**config.mk**
```make
export PLATFORM = sky130hd
export DESIGN_NAME = xml_attribute_char_parser_core
export DESIGN_NICKNAME = d
export VERILOG_FILES = /design/src/design/axp_pkg.sv /design/src/design/axp_in_stage.sv /design/src/design/axp_step.sv /design/src/design/axp_out_stage.sv /design/src/design/xml_attribute_char_parser_core.sv
export SDC_FILE = /design/constraint.sdc
export NUM_CORES = 1
export LEC_CHECK = 0
export ABC_AREA = 1
export BUFFER_PORTS_ARGS = -buffer_cell sky130_fd_sc_hd__buf_2
export CORE_ASPECT_RATIO = 0.6
export CORE_UTILIZATION = 30
export CTS_BUF_LIST = sky130_fd_sc_hd__clkbuf_16
export DETAILED_ROUTE_END_ITERATION = 8
export GPL_TIMING_DRIVEN = 0
export PLACE_DENSITY_LB_ADDON = 0.1
export SKIP_LAST_GASP = 1
export SLEW_MARGIN = 20
export SYNTH_ARGS = -nofsm -noshare
export SYNTH_HDL_FRONTEND = slang
export SYNTH_SLANG_ARGS = --single-unit
```
**constraint.sdc**
```tcl
create_clock -name clk -period 5.9 [get_ports clk]
set_input_delay 0 -clock clk [delete_from_list [all_inputs] [get_ports clk]]
set_output_delay 0 -clock clk [all_outputs]
set_load 0.005 [all_outputs]
```
**src/design/axp_pkg.sv**
```systemverilog
// shared types, constants and character classes for the xml attribute parser
`default_nettype none
package axp_pkg;

    localparam int COUNT_W           = 12;
    localparam int COUNT_CAP         = 4095;
    localparam int MAX_COUNT_DEFAULT = 4095;
    localparam int CHAR_W            = 8;

    localparam logic [CHAR_W-1:0] CHAR_NUL   = 8'h00;
    localparam logic [CHAR_W-1:0] CHAR_LT    = 8'h3C;
    localparam logic [CHAR_W-1:0] CHAR_AMP   = 8'h26;
    localparam logic [CHAR_W-1:0] CHAR_UND   = 8'h5F;
    localparam logic [CHAR_W-1:0] CHAR_EQ    = 8'h3D;
    localparam logic [CHAR_W-1:0] CHAR_DQUOT = 8'h22;
    localparam logic [CHAR_W-1:0] CHAR_SQUOT = 8'h27;
    localparam logic [CHAR_W-1:0] CHAR_SP    = 8'h20;
    localparam logic [CHAR_W-1:0] CHAR_TAB   = 8'h09;
    localparam logic [CHAR_W-1:0] CHAR_CR    = 8'h0D;
    localparam logic [CHAR_W-1:0] CHAR_LF    = 8'h0A;

    typedef enum logic [2:0] {
        TAG_IGN  = 3'd0,
        TAG_KEY  = 3'd1,
        TAG_SEP  = 3'd2,
        TAG_VAL  = 3'd3,
        TAG_DONE = 3'd4,
        TAG_ERR  = 3'd5
    } tag_t;

    typedef enum logic [5:0] {
        PH_IDLE   = 6'b000001,
        PH_BEGIN  = 6'b000010,
        PH_KEY    = 6'b000100,
        PH_PREEQ  = 6'b001000,
        PH_POSTEQ = 6'b010000,
        PH_VALUE  = 6'b100000
    } phase_t;

    typedef struct packed {
        logic              start_req;
        logic [CHAR_W-1:0] char_code;
    } item_t;

    typedef struct packed {
        tag_t               tag;
        logic [CHAR_W-1:0]  char_out;
        logic [COUNT_W-1:0] consumed;
    } result_t;

    function automatic logic is_alpha(input logic [CHAR_W-1:0] c);
        return (c >= 8'h61 && c <= 8'h7A) || (c >= 8'h41 && c <= 8'h5A);
    endfunction

    function automatic logic is_digit(input logic [CHAR_W-1:0] c);
        return c >= 8'h30 && c <= 8'h39;
    endfunction

    function automatic logic is_space(input logic [CHAR_W-1:0] c);
        return c == CHAR_SP || c == CHAR_TAB || c == CHAR_CR || c == CHAR_LF;
    endfunction

endpackage
`default_nettype wire

```
**src/design/axp_in_stage.sv**
```systemverilog
// input register stage holding one accepted word
`default_nettype none
module axp_in_stage (
    input  wire logic          clk,
    input  wire logic          rst_n,
    input  wire logic          s_tvalid,
    output logic               s_tready,
    input  wire logic [7:0]    s_tdata,
    input  wire logic          s_tuser,
    input  wire logic          advance,
    output logic               valid,
    output axp_pkg::item_t     item
);
    import axp_pkg::*;

    logic  valid_reg;
    item_t item_reg;

    assign s_tready = !valid_reg || advance;
    assign valid    = valid_reg;
    assign item     = item_reg;

    always_ff @(posedge clk or negedge rst_n)
    begin
        if (!rst_n)
        begin
            valid_reg <= 1'b0;
        end
        else if (s_tready)
        begin
            valid_reg <= s_tvalid;
        end
    end

    always_ff @(posedge clk)
    begin
        if (s_tvalid && s_tready)
        begin
            item_reg.start_req <= s_tuser;
            item_reg.char_code <= s_tdata;
        end
    end

endmodule
`default_nettype wire

```
**src/design/axp_step.sv**
```systemverilog
// parser state and per-character tagging logic
`default_nettype none
module axp_step #(
    parameter int MAX_COUNT = axp_pkg::MAX_COUNT_DEFAULT
) (
    input  wire logic          clk,
    input  wire logic          rst_n,
    input  wire logic          fire,
    input  wire axp_pkg::item_t item,
    output axp_pkg::result_t   result
);
    import axp_pkg::*;

    localparam int SAT_LIMIT = (MAX_COUNT < COUNT_CAP) ? MAX_COUNT : COUNT_CAP;
    localparam logic [COUNT_W-1:0] SAT_VAL = COUNT_W'(SAT_LIMIT);

    phase_t             phase_reg, phase_next;
    logic               squote_reg, squote_next;
    logic [COUNT_W-1:0] count_reg, count_next;

    phase_t             cur_phase;
    logic               cur_squote;
    logic [COUNT_W-1:0] cur_count;
    logic [COUNT_W-1:0] count_inc;
    logic [CHAR_W-1:0]  c;
    logic [CHAR_W-1:0]  close_quote;
    tag_t               tag;

    always_comb
    begin
        c           = item.char_code;
        cur_phase   = item.start_req ? PH_BEGIN : phase_reg;
        cur_squote  = item.start_req ? 1'b0 : squote_reg;
        cur_count   = item.start_req ? '0 : count_reg;
        count_inc   = (cur_count < SAT_VAL) ? cur_count + 1'b1 : cur_count;
        close_quote = cur_squote ? CHAR_SQUOT : CHAR_DQUOT;

        tag         = TAG_IGN;
        phase_next  = cur_phase;
        squote_next = cur_squote;
        count_next  = cur_count;

        unique case (cur_phase)
            PH_BEGIN:
            begin
                if (c == CHAR_NUL)
                begin
                    tag = TAG_DONE; phase_next = PH_IDLE;
                end
                else if (is_alpha(c))
                begin
                    tag = TAG_KEY; count_next = count_inc; phase_next = PH_KEY;
                end
                else
                begin
                    tag = TAG_ERR; phase_next = PH_IDLE;
                end
            end
            PH_KEY:
            begin
                if (is_alpha(c) || is_digit(c) || c == CHAR_UND)
                begin
                    tag = TAG_KEY; count_next = count_inc;
                end
                else if (is_space(c))
                begin
                    tag = TAG_SEP; count_next = count_inc; phase_next = PH_PREEQ;
                end
                else if (c == CHAR_EQ)
                begin
                    tag = TAG_SEP; count_next = count_inc; phase_next = PH_POSTEQ;
                end
                else
                begin
                    tag = TAG_ERR; phase_next = PH_IDLE;
                end
            end
            PH_PREEQ:
            begin
                if (is_space(c))
                begin
                    tag = TAG_SEP; count_next = count_inc;
                end
                else if (c == CHAR_EQ)
                begin
                    tag = TAG_SEP; count_next = count_inc; phase_next = PH_POSTEQ;
                end
                else
                begin
                    tag = TAG_ERR; phase_next = PH_IDLE;
                end
            end
            PH_POSTEQ:
            begin
                if (is_space(c))
                begin
                    tag = TAG_SEP; count_next = count_inc;
                end
                else if (c == CHAR_DQUOT || c == CHAR_SQUOT)
                begin
                    tag         = TAG_SEP;
                    count_next  = count_inc;
                    squote_next = (c == CHAR_SQUOT);
                    phase_next  = PH_VALUE;
                end
                else
                begin
                    tag = TAG_ERR; phase_next = PH_IDLE;
                end
            end
            PH_VALUE:
            begin
                if (c == CHAR_NUL)
                begin
                    tag = TAG_DONE; phase_next = PH_IDLE;
                end
                else if (c == CHAR_LT || c == CHAR_AMP)
                begin
                    tag = TAG_ERR; phase_next = PH_IDLE;
                end
                else if (c == close_quote)
                begin
                    tag = TAG_DONE; count_next = count_inc; phase_next = PH_IDLE;
                end
                else
                begin
                    tag = TAG_VAL; count_next = count_inc;
                end
            end
            default:
            begin
                tag        = TAG_IGN;
                phase_next = PH_IDLE;
            end
        endcase

        result.tag      = tag;
        result.char_out = c;
        result.consumed = count_next;
    end

    always_ff @(posedge clk or negedge rst_n)
    begin
        if (!rst_n)
        begin
            phase_reg  <= PH_IDLE;
            squote_reg <= 1'b0;
            count_reg  <= '0;
        end
        else if (fire)
        begin
            phase_reg  <= phase_next;
            squote_reg <= squote_next;
            count_reg  <= count_next;
        end
    end

endmodule
`default_nettype wire

```
**src/design/axp_out_stage.sv**
```systemverilog
// result register driving the output stream
`default_nettype none
module axp_out_stage (
    input  wire logic             clk,
    input  wire logic             rst_n,
    input  wire logic             load,
    input  wire axp_pkg::result_t result,
    output logic                  ready,
    output logic                  m_tvalid,
    input  wire logic             m_tready,
    output logic [23:0]           m_tdata,
    output logic [2:0]            m_tuser
);
    import axp_pkg::*;

    logic    valid_reg;
    result_t result_reg;

    assign ready    = !valid_reg || m_tready;
    assign m_tvalid = valid_reg;
    assign m_tuser  = result_reg.tag;
    assign m_tdata  = {4'b0000, result_reg.consumed, result_reg.char_out};

    always_ff @(posedge clk or negedge rst_n)
    begin
        if (!rst_n)
        begin
            valid_reg <= 1'b0;
        end
        else if (ready)
        begin
            valid_reg <= load;
        end
    end

    always_ff @(posedge clk)
    begin
        if (load)
        begin
            result_reg <= result;
        end
    end

endmodule
`default_nettype wire

```
**src/design/xml_attribute_char_parser_core.sv**
```systemverilog
// top level of the streaming xml attribute character parser
// Checks one attribute of the form key = value, one character per word, and tags
// each character as ignored, key, separator, value, finished or error, with a
// saturating count of bytes consumed. Each word passes from the input register
// through the step logic into the result register, and a word can be accepted
// every cycle while the result register is not stalled. s_tuser high restarts
// the parser on that word.
`default_nettype none
module xml_attribute_char_parser_core #(
    parameter int MAX_COUNT = axp_pkg::MAX_COUNT_DEFAULT
) (
    input  wire logic        clk,
    input  wire logic        rst_n,
    input  wire logic        s_tvalid,
    output logic             s_tready,
    input  wire logic [7:0]  s_tdata,   // char_code
    input  wire logic        s_tuser,   // start_req
    output logic             m_tvalid,
    input  wire logic        m_tready,
    output logic [23:0]      m_tdata,   // char_out, consumed, zero pad
    output logic [2:0]       m_tuser    // tag
);
    import axp_pkg::*;

    localparam int SAT_LIMIT = (MAX_COUNT < COUNT_CAP) ? MAX_COUNT : COUNT_CAP;
    localparam logic [COUNT_W-1:0] SAT_VAL = COUNT_W'(SAT_LIMIT);

    logic    in_valid;
    item_t   in_item;
    logic    out_ready;
    logic    step_fire;
    result_t step_result;

    assign step_fire = in_valid && out_ready;

    axp_in_stage u_in (
        .clk      (clk),
        .rst_n    (rst_n),
        .s_tvalid (s_tvalid),
        .s_tready (s_tready),
        .s_tdata  (s_tdata),
        .s_tuser  (s_tuser),
        .advance  (out_ready),
        .valid    (in_valid),
        .item     (in_item)
    );

    axp_step #(
        .MAX_COUNT (MAX_COUNT)
    ) u_step (
        .clk    (clk),
        .rst_n  (rst_n),
        .fire   (step_fire),
        .item   (in_item),
        .result (step_result)
    );

    axp_out_stage u_out (
        .clk      (clk),
        .rst_n    (rst_n),
        .load     (step_fire),
        .result   (step_result),
        .ready    (out_ready),
        .m_tvalid (m_tvalid),
        .m_tready (m_tready),
        .m_tdata  (m_tdata),
        .m_tuser  (m_tuser)
    );

    // count never passes the saturation limit
    a_count_sat: assert property (@(posedge clk) disable iff (!rst_n)
        m_tvalid |-> (m_tdata[19:8] <= SAT_VAL))
        else $error("consumed count above saturation limit");

    // an accepted key, separator or value character is always counted
    a_counted: assert property (@(posedge clk) disable iff (!rst_n)
        (m_tvalid && (m_tuser == TAG_KEY || m_tuser == TAG_SEP || m_tuser == TAG_VAL))
        |-> (m_tdata[19:8] != '0))
        else $error("counted character shows zero count");

    // a stalled result blocks the step logic
    a_stall_hold: assert property (@(posedge clk) disable iff (!rst_n)
        (m_tvalid && !m_tready) |-> !step_fire)
        else $error("step fired while result stalled");

endmodule
`default_nettype wire
```
[Word-level counts from Yosys, hierarchy flattened]
Cells that the tools add are included.
Word-level totals
  register bits: 53
  bits in latches: 0
  RAM bits: 0
  ROM bits: 0
  input port bits: 13
  output and inout bits: 29
  logic and storage cells: 93
  memories kept: 0
Operators by class
  $add $sub $neg: 1
  multiply operators: 0
  divide/modulo/power cells: 0
  order comparisons: 7
  equal/unequal tests: 16
  shift-type cells: 0
  muxes and demuxes: 41
  bitwise logic cells: 0
  reduce and logical (&&, ||, !) cells: 18
Operators with widths (number)
  $mux W12: 11
  $mux W6: 10
  $pmux W12 S5: 1
  $eq A8 B6 Y1 const B: 6
  $mux W3: 12
  $pmux W6 S5: 1
  $eq A8 B4 Y1 const B: 3
  $ge A8 B7 Y1 const B: 2
  $le A8 B7 Y1 const B: 2
  $pmux W3 S5: 1
  $add A12 B1 Y12 const B: 1
  $lt A12 B12 Y1 const B: 1
  $logic_or A1 B1 Y1: 10
  $eq A8 B7 Y1 const B: 1
  $eq A8 B8 Y1: 1
  $ge A8 B6 Y1 const B: 1
  $le A8 B6 Y1 const B: 1
  $logic_not A8 Y1: 1
  $eq A6 B2 Y1 const B: 1
  $eq A6 B3 Y1 const B: 1
  $eq A6 B4 Y1 const B: 1
  $eq A6 B5 Y1 const B: 1
  $eq A6 B6 Y1 const B: 1
  $logic_and A1 B1 Y1: 5
  other kinds (3): 7

[Longest topological paths before layout]
  depth in word-level cells: 7
  depth in mapped cells: 16
  gate-level depth less buffers: 15

[Hierarchy]
Synthesis repeated with hierarchy kept, for this count alone.
Unflattened totals
  cells, all modules: 425
  area, all modules: 3321.9 um^2
By module, submodules not included
  axp_step: instances 1, cells an instance 375, area an instance 2229.6 um^2, sequential area each 476.7 um^2
  axp_out_stage: instances 1, cells an instance 33, area an instance 769.5 um^2, sequential area each 715.7 um^2
  axp_in_stage: instances 1, cells an instance 15, area an instance 315.3 um^2, sequential area each 295.3 um^2
  xml_attribute_char_parser_core: instances 1, cells an instance 2, area an instance 7.5 um^2, sequential area each 0.0 um^2

[Least setup slack after synthesis]
No wires, ideal clock.
  path kind: flip-flop to flip-flop
  start: reg u_in.item_reg (netlist bit u_in.item[8])
  end: reg u_out.result_reg (netlist bit u_out.m_tdata[16]), data pin
  library setup time: 0.255 ns
  arrival time: 1.777 ns
  required time: 5.645 ns
  slack: 3.868 ns
  cell stages (with the launch flop): 9
  buffers on the path: 0
  period minus slack after synthesis: 2.032 ns
  cells stage by stage: edfxtp_1 -> nor2_1 -> ha_1 -> nand4_2 -> nor2_2 -> nand2_1 -> nor3_1 -> nand2_1 -> and2_1
RTL lines
  start, declared: RTL line axp_in_stage.sv:17  | item_t item_reg;
  end signal, assigned: RTL line axp_out_stage.sv:40  | result_reg <= result;
  end, declared: RTL line axp_out_stage.sv:17  | result_t result_reg;

==> flow_summary.yaml <==
drt:
  wirelength_um: 8880
  drt-initial-drc-count: 195
  wl_per_cell_um: 14.4
  first_pass_iters: 4
  vias: 2834
  viasPerCell: 4.59
  drc_errors: 0
  drtAntennaViolNets: 0
clock_tree:
  cts_max_path_buffers: 2
  clock_latency_ps: 290
  cts_root_buffer: "clkbuf_16"
  cts_tree: "done"
  numCtsBuffers: 5
  post-cts-setup-buffers: 0
  clkTransAtPathRegs_ps: 70
  cts.htree.levels: 2
  cts.sink_count: 53
setup_path:
  ff2ff_path_depth: 11
  reg2reg_from: "u_in.item[8]"
  setup.worst_path.end: "u_out.m_tdata[9]"
  worstSetupStartpointType: "register"
  crit_start: "u_in.item[8]"
  reg2reg_to: "u_out.m_tdata[9]"
  cp-end-kind: "register"
  crit_fanout: 6
  reg2reg_slack_ps: 3420
  crit_type: "reg -> reg"
  cp_data_required_time_ps: 5910
  arrival_ps: 2490
sta:
  worst_pin_slew_ps: 797
  finalSetupViolCount: 0
  relSlewSlack_pct: 46.9
  period_share_pct: 42.1
  hold_viol: 0
  drv_slew: 0
  rsz0062_at_grt: "false"
  whs_ps: 217
  fin_skew_ps: 5.74
  fmax_ghz: 0.403
  min_period_ps: 2480
  setup_tns_ps: 0
floorplan:
  start_util_pct: 31.1
  dieArea_um2: 11400
  fp-row-count: 29
  pin_count: 42
  die_h_um: 83.3
  core_area_um2: 10600
  die_x_um: 137
synthesis:
  ys_seq_elements: 53
  synthSimpleGateAreaFrac_pct: 38.0
  synth_top_family_by_area: "simple AND/OR/NAND/NOR gates"
  synth_mux_area_share_pct: 0
  yosys_warnings: 0
  synthArstFlopShare_pct: 39.6
  netlist_instances: 419
  ys_seq_area_share_pct: 45.0
  synth_flop_cell: "edfxtp_1"
  syn-cell-area_um2: 3300
  synth_adder_area_share_pct: 0.379
  synth-compound-area-share_pct: 6.78
  synth_edf_count: 32
  syn_avg_cell_area_um2: 7.88
  yosysUniqueCellTypes: 40
  synth-xor-area-share_pct: 0.265
grt:
  antenna_found_initial: 0
  grt_max_degree: 33
  grt_usage_pct: 16.8
  grt_pass1_vias: 2633
  grt_overflow: 0
  grt_pass1_wl_um: 14500
cells_and_area:
  final_layout_size_suffix_gt1_share_pct: 24.0
  area_growth_pct: 19.1
  fillCellCount: 1123
  stdcell_count: 618
  layout_commonest_cell: "nand2_1"
  nets: 492
  layout_common_cells: "nand2_1 (134), inv_1 (52), buf_2 (38)"
  antenna_cells: 0
  largest_register_ffs: 20
placement:
  hpwl_um: 6840
  io_buffers: 37
  place_inst: 598
  gp_congestion: 0.864
power_and_ir_drop:
  leakage_nw: 1.89
  p_total_mw: 0.894
  p_per_area_nw_per_um2: 227
  ir_drop_uv: 117
flow_run:
  max_cap_violations: 0
worst_hold_path:
  hold_path_class: "in -> async"
run_status:
  status: "finished clean"
## per-layer routing
layer | wire length [µm] | global-route usage, %
met1 | 5120 | 29.3
met2 | 3050 | 19.2
met3 | 683 | 4.40
met4 | 24 | 3.00
met5 | 0 | 0
## how the worst min path moves through the flow
stage,startpoint,endpoint,slack (ps),cells past startpoint
floorplan,rst_n,u_in.valid,-300,0
global placement,rst_n,u_step.count_reg[2],20,1
detailed placement,rst_n,u_step.count_reg[2],20,1
CTS,rst_n,u_step.count_reg[1],250,2
global route,rst_n,u_step.count_reg[11],280,2
finish,rst_n,u_step.count_reg[1],220,2
## power breakdown
part | switching, mW | internal, mW | leakage [nW]
sequential | 0.0199 | 0.433 | 0.597
clock | 0.133 | 0.155 | 0.0748
combinational | 0.103 | 0.0500 | 1.22
total | 0.255 | 0.638 | 1.89
## worst max-delay path, cell delays in order (launching register included)
cell and delay (ps):
edfxtp_1 530, nor2_1 440, ha_1 320, nand4_2 170, nor2_2 190, nand2_2 130, nand2_1 80, inv_1 40
nand2_1 60, nand2_1 50, nand2_1 60, nand3_1 120
## through the flow
stage          area (µm²)  setup WS (ps)  util [%]
6_report             3930           3420      37.0
5_1_grt              3930           3140      37.0
4_1_cts              3930           3450      37.0
3_5_place_dp         3670           3470      34.6
3_3_place_gp         3670           3460      34.6
2_1_floorplan        3310           3870         -
## synthesized netlist by cell type, drive strengths merged (2+ instances only)
cell type / instances / area share [%]
nand2: 150 / 19
a21oi: 2 / 0.30
inv: 64 / 7.3
and2: 3 / 0.57
dfrtp: 20 / 15
o22ai: 2 / 0.38
nor2: 44 / 6.6
o2111ai: 3 / 0.80
buf: 7 / 1.9
nand4: 8 / 2.1
nand3: 37 / 6.5
o21ai: 24 / 4.5
edfxtp: 32 / 29
nor3: 10 / 2.0
clkbuf: 2 / 0.23
## what timing repair did
action,CTS,global route
hold buffers,12,0
gates resized for setup,0,0
endpoints found under the hold margin,31,0
## cell type report
type / count / area [µm²] / share of cell area (%)
inverters: 64 / 243 / 6.17
repair buffers: 49 / 305 / 7.76
flip-flops and latches: 53 / 1490 / 37.8
clock buffers: 5 / 125 / 3.18
plain buffers: 9 / 68.8 / 1.75
clock inverters: 3 / 13.8 / 0.350
well taps: 139 / 174 / 4.42
multi-input cells: 296 / 1520 / 38.5
## logic make-up (layout without fill, tap and decap cells)
group,Yosys count,count (layout)
compound gates,34,34
xor+xnor,1,1
fa+ha+maj,1,1
buf+inv,73,130
flops,53,53
other cells,1,4
simple gates,256,256
Note: power is estimated with default switching activity, not from simulation.
